### config.mk
export PLATFORM = sky130hd
export DESIGN_NAME = two_stack_insertion_sorter
export DESIGN_NICKNAME = d
export VERILOG_FILES = /design/src/rtl/tss_pkg.sv /design/src/rtl/two_stack_insertion_sorter.sv /design/src/rtl/tss_ram.sv
export SDC_FILE = /design/constraint.sdc
export NUM_CORES = 2
export LEC_CHECK = 0
export BUFFER_PORTS_ARGS = -buffer_cell sky130_fd_sc_hd__buf_4
export CAP_MARGIN = 10
export CORE_MARGIN = 4
export CORE_UTILIZATION = 44
export CTS_CLUSTER_DIAMETER = 60
export DETAILED_ROUTE_END_ITERATION = 8
export GPL_ROUTABILITY_DRIVEN = 0
export HOLD_SLACK_MARGIN = 0.06
export PLACE_DENSITY_LB_ADDON = 0.15
export SYNTH_ARGS = -nofsm -noshare
export SYNTH_HDL_FRONTEND = slang
export SYNTH_HIERARCHICAL = 1
export SYNTH_SLANG_ARGS = --single-unit
### constraint.sdc
create_clock -name clk -period 7.7 [get_ports clk]
set_clock_uncertainty 0.1 [all_clocks]
set_input_delay 0.77 -clock clk [delete_from_list [all_inputs] [get_ports clk]]
set_output_delay 0.77 -clock clk [all_outputs]
set_load 0.02 [all_outputs]
### src/rtl/tss_pkg.sv
`default_nettype none

package tss_pkg;

  localparam int DEPTH  = 64;
  localparam int DATA_W = 32;
  localparam int CNT_W  = $clog2(DEPTH + 1);
  localparam int ADDR_W = (DEPTH > 1) ? $clog2(DEPTH) : 1;

  localparam logic [CNT_W-1:0] CNT_FULL = CNT_W'(DEPTH);
  localparam logic [CNT_W-1:0] CNT_ONE  = CNT_W'(1);
  localparam logic [CNT_W-1:0] CNT_TWO  = CNT_W'(2);

endpackage

`default_nettype wire

### src/rtl/two_stack_insertion_sorter.sv
`default_nettype none

// Channel  Dir  Signals                      Contents
// s_*      in   tvalid tready tdata tlast    tdata = value (signed 32); tlast = last
// m_*      out  tvalid tready tdata tlast    tdata = sorted_value (signed 32);
//                tuser                        tlast = final_res; tuser = overflow
//
// Loading accepts one item per cycle while s_tready is high. A batch sorts by
// popping each source entry (ST_POP) and, in ST_CMP, moving every aux entry
// greater than it back to the source stack before pushing it onto aux; moved
// entries are popped again. Each result then goes through a RAM read, an
// output load and a handoff, and waits there while m_tready is low.
// Reset clears counts, overflow flag and control; RAM contents need no clearing.
// s_tready is high only while loading; a stalled m_tready holds the result.

module two_stack_insertion_sorter (
  input  wire logic                       clk,
  input  wire logic                       rst,
  input  wire logic                       s_tvalid,
  output logic                            s_tready,
  input  wire logic [tss_pkg::DATA_W-1:0] s_tdata,   // [31:0] value
  input  wire logic                       s_tlast,   // last
  output logic                            m_tvalid,
  input  wire logic                       m_tready,
  output logic      [tss_pkg::DATA_W-1:0] m_tdata,   // [31:0] sorted_value
  output logic                            m_tlast,   // final_res
  output logic                            m_tuser    // [0] overflow
);

  import tss_pkg::*;

  typedef enum logic [2:0] {
    ST_LOAD,      // taking items onto the source stack
    ST_POP,       // read source top and aux top
    ST_CMP,       // compare; move one aux entry back or push the held value
    ST_EMIT_RD,   // read aux top for output
    ST_EMIT_LD,   // load output register
    ST_EMIT_WAIT  // wait for downstream
  } state_t;

  state_t            state;
  logic [CNT_W-1:0]  src_cnt;
  logic [CNT_W-1:0]  aux_cnt;
  logic              dropped;
  logic              first;   // held value still sits in the source RAM read port
  logic [DATA_W-1:0] cur_q;

  // RAM ports
  logic              src_we;
  logic [ADDR_W-1:0] src_waddr;
  logic [DATA_W-1:0] src_wdata;
  logic [ADDR_W-1:0] src_raddr;
  logic [DATA_W-1:0] src_rdata;
  logic              aux_we;
  logic [ADDR_W-1:0] aux_waddr;
  logic [DATA_W-1:0] aux_wdata;
  logic [ADDR_W-1:0] aux_raddr;
  logic [DATA_W-1:0] aux_rdata;

  logic [CNT_W-1:0]  src_cnt_m1;
  logic [CNT_W-1:0]  aux_cnt_m1;
  logic [CNT_W-1:0]  aux_cnt_m2;
  logic [DATA_W-1:0] cur_val;
  logic              move;
  logic              src_full;

  assign src_cnt_m1 = src_cnt - CNT_ONE;
  assign aux_cnt_m1 = aux_cnt - CNT_ONE;
  assign aux_cnt_m2 = aux_cnt - CNT_TWO;
  assign src_full   = (src_cnt >= CNT_FULL);
  assign cur_val    = first ? src_rdata : cur_q;
  // aux top strictly greater than the held value goes back to the source stack
  assign move       = (aux_cnt != '0) && ($signed(aux_rdata) > $signed(cur_val));

  assign s_tready = (state == ST_LOAD);

  always_comb begin
    src_we    = 1'b0;
    src_waddr = src_cnt[ADDR_W-1:0];
    src_wdata = aux_rdata;
    src_raddr = src_cnt_m1[ADDR_W-1:0];
    aux_we    = 1'b0;
    aux_waddr = aux_cnt[ADDR_W-1:0];
    aux_wdata = cur_val;
    aux_raddr = aux_cnt_m1[ADDR_W-1:0];
    unique case (state)
      ST_LOAD: begin
        src_we    = s_tvalid && !src_full;
        src_wdata = s_tdata;
      end
      ST_CMP: begin
        src_we = move;
        aux_we = !move;
        if (move) begin
          aux_raddr = aux_cnt_m2[ADDR_W-1:0];  // next aux top after this move
        end
      end
      default: begin
      end
    endcase
  end

  always_ff @(posedge clk) begin
    if (rst) begin
      state    <= ST_LOAD;
      src_cnt  <= '0;
      aux_cnt  <= '0;
      dropped  <= 1'b0;
      first    <= 1'b0;
      m_tvalid <= 1'b0;
    end else begin
      unique case (state)
        ST_LOAD: begin
          if (s_tvalid) begin
            if (src_full) begin
              dropped <= 1'b1;
            end else begin
              src_cnt <= src_cnt + CNT_ONE;
            end
            if (s_tlast) begin
              state <= ST_POP;
            end
          end
        end
        ST_POP: begin
          src_cnt <= src_cnt_m1;
          first   <= 1'b1;
          state   <= ST_CMP;
        end
        ST_CMP: begin
          first <= 1'b0;
          cur_q <= cur_val;
          if (move) begin
            src_cnt <= src_cnt + CNT_ONE;
            aux_cnt <= aux_cnt_m1;
          end else begin
            aux_cnt <= aux_cnt + CNT_ONE;
            state   <= (src_cnt != '0) ? ST_POP : ST_EMIT_RD;
          end
        end
        ST_EMIT_RD: begin
          aux_cnt <= aux_cnt_m1;
          state   <= ST_EMIT_LD;
        end
        ST_EMIT_LD: begin
          m_tdata  <= aux_rdata;
          m_tlast  <= (aux_cnt == '0);
          m_tuser  <= dropped;
          m_tvalid <= 1'b1;
          state    <= ST_EMIT_WAIT;
        end
        ST_EMIT_WAIT: begin
          if (m_tready) begin
            m_tvalid <= 1'b0;
            if (m_tlast) begin
              src_cnt <= '0;
              aux_cnt <= '0;
              dropped <= 1'b0;
              state   <= ST_LOAD;
            end else begin
              state <= ST_EMIT_RD;
            end
          end
        end
        default: begin
          state <= ST_LOAD;
        end
      endcase
    end
  end

  tss_ram #(
    .WIDTH (DATA_W),
    .DEPTH (DEPTH)
  ) u_src_ram (
    .clk   (clk),
    .we    (src_we),
    .waddr (src_waddr),
    .wdata (src_wdata),
    .raddr (src_raddr),
    .rdata (src_rdata)
  );

  tss_ram #(
    .WIDTH (DATA_W),
    .DEPTH (DEPTH)
  ) u_aux_ram (
    .clk   (clk),
    .we    (aux_we),
    .waddr (aux_waddr),
    .wdata (aux_wdata),
    .raddr (aux_raddr),
    .rdata (aux_rdata)
  );

endmodule

`default_nettype wire

### src/rtl/tss_ram.sv
`default_nettype none

// Simple dual-port RAM, one write and one registered read per cycle.
module tss_ram #(
  parameter int WIDTH = 32,
  parameter int DEPTH = 64,
  parameter int AW    = (DEPTH > 1) ? $clog2(DEPTH) : 1
) (
  input  wire logic             clk,
  input  wire logic             we,
  input  wire logic [AW-1:0]    waddr,
  input  wire logic [WIDTH-1:0] wdata,
  input  wire logic [AW-1:0]    raddr,
  output logic      [WIDTH-1:0] rdata
);

  logic [WIDTH-1:0] mem [DEPTH];

  always_ff @(posedge clk) begin
    if (we) begin
      mem[waddr] <= wdata;
    end
    rdata <= mem[raddr];
  end

endmodule

`default_nettype wire

==> run_summary.xml <==
<?xml version="1.0" encoding="UTF-8"?>
<metrics>
  <group name="yosys">
    <metric name="post_synth_most_frequent_cells" unit="">edfxtp_1, mux4_2, nor2_1</metric>
    <metric name="synth_compound_area_share" unit="%">1.98</metric>
    <metric name="synth.avg_cell_area" unit="um^2">22.7</metric>
    <metric name="synth_edf_count" unit="">4162</metric>
    <metric name="synth_top_cell_by_area" unit="">edfxtp_1</metric>
    <metric name="post_synthesis_instance_area" unit="mm^2">0.162</metric>
    <metric name="post_synth_main_area_contributors" unit="">edfxtp_1, mux4_2, mux2i_1</metric>
    <metric name="yosys.area_share.xor_xnor" unit="%">0.0432</metric>
    <metric name="synth_flop_cell" unit="">edfxtp_1</metric>
    <metric name="yosysMostFrequentCell" unit="">edfxtp_1</metric>
    <metric name="synth.ff_latch_count" unit="">4246</metric>
    <metric name="synth_top_family_by_area" unit="">multiplexers</metric>
    <metric name="ys_seq_area_share" unit="%">78.1</metric>
    <metric name="postSynthNetCount" unit="">7223</metric>
    <metric name="asyncSetResetFlopFracSynth" unit="%">0</metric>
    <metric name="synthSimpleGateAreaFrac" unit="%">1.62</metric>
    <metric name="ys.warnings.count" unit="">6</metric>
    <metric name="synth_top_cell_area_share" unit="%">77.0</metric>
    <metric name="synthMuxAreaShare" unit="%">16.7</metric>
    <metric name="synth_cells" unit="">7144</metric>
    <metric name="count_of_different_cell_masters_after_synthesis" unit="">66</metric>
    <metric name="synth_adder_area_share" unit="%">0.324</metric>
  </group>
  <group name="min_path">
    <metric name="timing.hold.worst.class" unit="">in2reg</metric>
  </group>
  <group name="global_routing">
    <metric name="grt_antenna_before_repair" unit="">27</metric>
    <metric name="pin_count_of_the_biggest_net_entering_global_routing" unit="">112</metric>
    <metric name="grt_pass1_vias" unit="">79000</metric>
    <metric name="grt_pass1_wl" unit="um">620000</metric>
    <metric name="gr-usage-all-layers" unit="%">23.1</metric>
    <metric name="globalRouteOverflowTotal" unit="">0</metric>
  </group>
  <group name="route">
    <metric name="routed_wire_length_per_instance" unit="um">34.5</metric>
    <metric name="post_drt_via_cell_ratio" unit="">6.13</metric>
    <metric name="detail_route.iter0.violations" unit="">9631</metric>
    <metric name="routed-via-count" unit="">78600</metric>
    <metric name="route.detailed.drc" unit="">0</metric>
    <metric name="antenna_violating_nets_post_route" unit="">0</metric>
    <metric name="route.final.wire_length" unit="um">443000</metric>
    <metric name="detail_route.first_pass.iterations" unit="">5</metric>
  </group>
  <group name="timing">
    <metric name="highest_clock_frequency_the_design_can_meet" unit="MHz">140</metric>
    <metric name="hold_viol" unit="">0</metric>
    <metric name="setup_viol" unit="">0</metric>
    <metric name="min_period_over_period" unit="%">92.9</metric>
    <metric name="period_minus_slack" unit="ps">7150</metric>
    <metric name="worst-slew-pin-transition" unit="ps">1320</metric>
    <metric name="fin_ws" unit="ps">545</metric>
    <metric name="fin_tns_setup" unit="ps">0</metric>
    <metric name="final_max_slew_viol_count" unit="">0</metric>
    <metric name="rsz0062_at_grt" unit="">no</metric>
    <metric name="fin_hold_ws" unit="ps">182</metric>
    <metric name="slew_headroom" unit="%">11.6</metric>
  </group>
  <group name="layout">
    <metric name="drive_above_1_share" unit="%">29.7</metric>
    <metric name="layout.nets" unit="">7715</metric>
    <metric name="design_area" unit="mm^2">0.186</metric>
    <metric name="layout.core_utilization" unit="%">50.6</metric>
    <metric name="area_delta_synth_final" unit="%">14.3</metric>
    <metric name="number_of_non_filler_instances_in_the_completed_layout" unit="">12800</metric>
  </group>
  <group name="clock_network">
    <metric name="clock-root-buffer" unit="">clkbuf_16</metric>
    <metric name="holdBufCountCts" unit="">3</metric>
    <metric name="cts_setup_buffers" unit="">0</metric>
    <metric name="cts_resized" unit="">0</metric>
    <metric name="tritoncts" unit="">built</metric>
    <metric name="clock_tree.htree_level_count" unit="">5</metric>
    <metric name="cts_made_buffers" unit="">442</metric>
    <metric name="numClockSinks" unit="">4246</metric>
    <metric name="worst_skew_pair.late_latency" unit="ps">960</metric>
    <metric name="clk_transition_reported_paths" unit="ps">60</metric>
    <metric name="clk_path_buf_depth" unit="">4</metric>
  </group>
  <group name="placement">
    <metric name="pre_cts_slack" unit="ps">662</metric>
    <metric name="placedInstanceArea" unit="mm^2">0.171</metric>
    <metric name="detailedPlacementHpwl" unit="um">258000</metric>
    <metric name="buffer_ports.inserted" unit="">72</metric>
    <metric name="post-place-cells" unit="">12000</metric>
  </group>
  <group name="run">
    <metric name="maxCapViolations" unit="">0</metric>
  </group>
  <group name="run_status">
    <metric name="outcome" unit="">complete, no violations</metric>
  </group>
  <group name="die">
    <metric name="core_area" unit="mm^2">0.366</metric>
    <metric name="fp.dieArea" unit="mm^2">0.379</metric>
    <metric name="floorplan.die.width" unit="um">615</metric>
    <metric name="initial_utilization" unit="%">44.3</metric>
    <metric name="io-pin-count" unit="">73</metric>
    <metric name="floorplan.rows" unit="">222</metric>
    <metric name="chipHeight" unit="um">615</metric>
  </group>
  <group name="setup_path">
    <metric name="endpoint" unit="">u_aux_ram/rdata[0]$_DFF_P_</metric>
    <metric name="startpoint_of_the_most_critical_setup_path" unit="">first$_SDFFE_PP0P_</metric>
    <metric name="required" unit="ps">8360</metric>
    <metric name="end_kind" unit="">register</metric>
    <metric name="ff2ff_path_depth" unit="">17</metric>
    <metric name="crit_path_max_fanout" unit="">35</metric>
    <metric name="worstReg2RegEnd" unit="">u_aux_ram/rdata[0]$_DFF_P_</metric>
    <metric name="reg2reg_slack" unit="ps">550</metric>
    <metric name="start_kind" unit="">register</metric>
    <metric name="r2r_start" unit="">first$_SDFFE_PP0P_</metric>
    <metric name="arrival" unit="ps">7820</metric>
    <metric name="timing.setup.critical_path_class" unit="">reg2reg</metric>
  </group>
  <group name="power_and_ir_drop">
    <metric name="worst_ir_drop_vdd" unit="V">0.000225</metric>
    <metric name="pwr_dens" unit="mW/mm^2">331</metric>
    <metric name="finalPower" unit="mW">61.4</metric>
    <metric name="cellLeakagePower" unit="nW">59.3</metric>
  </group>
</metrics>
## layer usage
layer	vias to the layer above	wire length (um)	track usage (%)	share of wire, %
met5	-	0	0	0
met4	0	17400	8.01	3.9
met3	599	33600	3.86	7.6
met2	3357	208000	35.8	47
met1	43200	184000	33.4	42
li1	31400	-	-	-
## cell families (layout without fill, tap and decap cells)
logic type,after synthesis,count (layout)
adders and majority gates,42,42
muxes,1348,1348
other,0,9
DFF,4246,4246
buffers and inverters,428,1290
AOI/OAI and AO/OA,495,495
xor gates and xnor gates,8,8
and+or+nand+nor,577,577
## flip-flops by register name (all words and copies together), names as in the netlist, 3 cells and up
register         cells
u_aux_ram/mem     2048
state                3
cur_q               32
u_aux_ram/rdata     32
aux_cnt              7
u_src_ram/mem     2048
u_src_ram/rdata     32
src_cnt              7
m_tdata             32
## layout make-up
cell class / instances / area (um^2)
timing repair buffer: 433 / 3740
antenna: 9 / 22.5
inverter: 43 / 176
clock inverter: 252 / 2400
fill: 28600 / 181000
tap: 4816 / 6030
sequential: 4246 / 127000
multi-input combinational: 2470 / 34700
clock buffer: 562 / 11800
## power by group
| part | total, mW | switching [mW] | internal [mW] |
|---|---|---|---|
| combinational | 13.0 | 8.60 | 4.42 |
| clock | 20.9 | 8.81 | 12.1 |
| sequential | 27.5 | 0.492 | 27.0 |
| total | 61.4 | 17.9 | 43.5 |
## worst max-delay path, stage by stage, from the launching register on
cell and delay [ps]:
dfxtp_2 830, buf_4 330, mux2i_1 280, ha_1 300, a21oi_1 130, nand2_1 70
a221oi_1 380, nor3_1 110, o31a_1 410, nor2_2 530, mux2i_4 680, buf_12 300
buf_12 300, buf_4 360, mux4_2 350, mux4_2 520, o22ai_1 620, nor2_1 250
## placed cells by master, fill, tap and decap left out, types with 16 or more instances in the layout
cell type / Yosys / final
a22oi_1: 25 / 25
buf_12: 0 / 35
o221ai_1: 54 / 54
nand2_1: 88 / 87
nand3_1: 19 / 19
clkinv_1: 0 / 96
clkinv_2: 0 / 70
inv_6: 0 / 16
edfxtp_1: 4162 / 4162
nor2b_1: 35 / 35
dfxtp_1: 84 / 83
a21oi_1: 160 / 158
mux2_2: 32 / 32
nand2b_1: 22 / 19
bufinv_16: 0 / 39
inv_2: 0 / 31
mux2i_1: 228 / 227
clkbuf_8: 0 / 23
clkbuf_1: 165 / 94
o22ai_1: 171 / 171
nor2_4: 0 / 125
a311oi_1: 17 / 17
mux4_2: 1088 / 1088
ha_1: 42 / 42
nor3_1: 26 / 20
nor2_1: 304 / 179
buf_4: 50 / 392
clkbuf_16: 0 / 445
## worst min-delay path by stage
stage,slack [ps],startpoint,depth (start not counted),end
final,180,s_tvalid,3,dropped$_SDFFE_PP0P_
after global routing,150,s_tvalid,3,dropped$_SDFFE_PP0P_
after detailed placement,330,u_aux_ram/rdata[0]$_DFF_P_,0,m_tdata[0]$_DFFE_PP_
after global placement,320,dropped$_SDFFE_PP0P_,0,m_tuser$_DFFE_PP_
after CTS,110,s_tvalid,3,dropped$_SDFFE_PP0P_
after floorplan,310,u_aux_ram/rdata[0]$_DFF_P_,0,m_tdata[0]$_DFFE_PP_
Power figures use the tool's default switching activity.
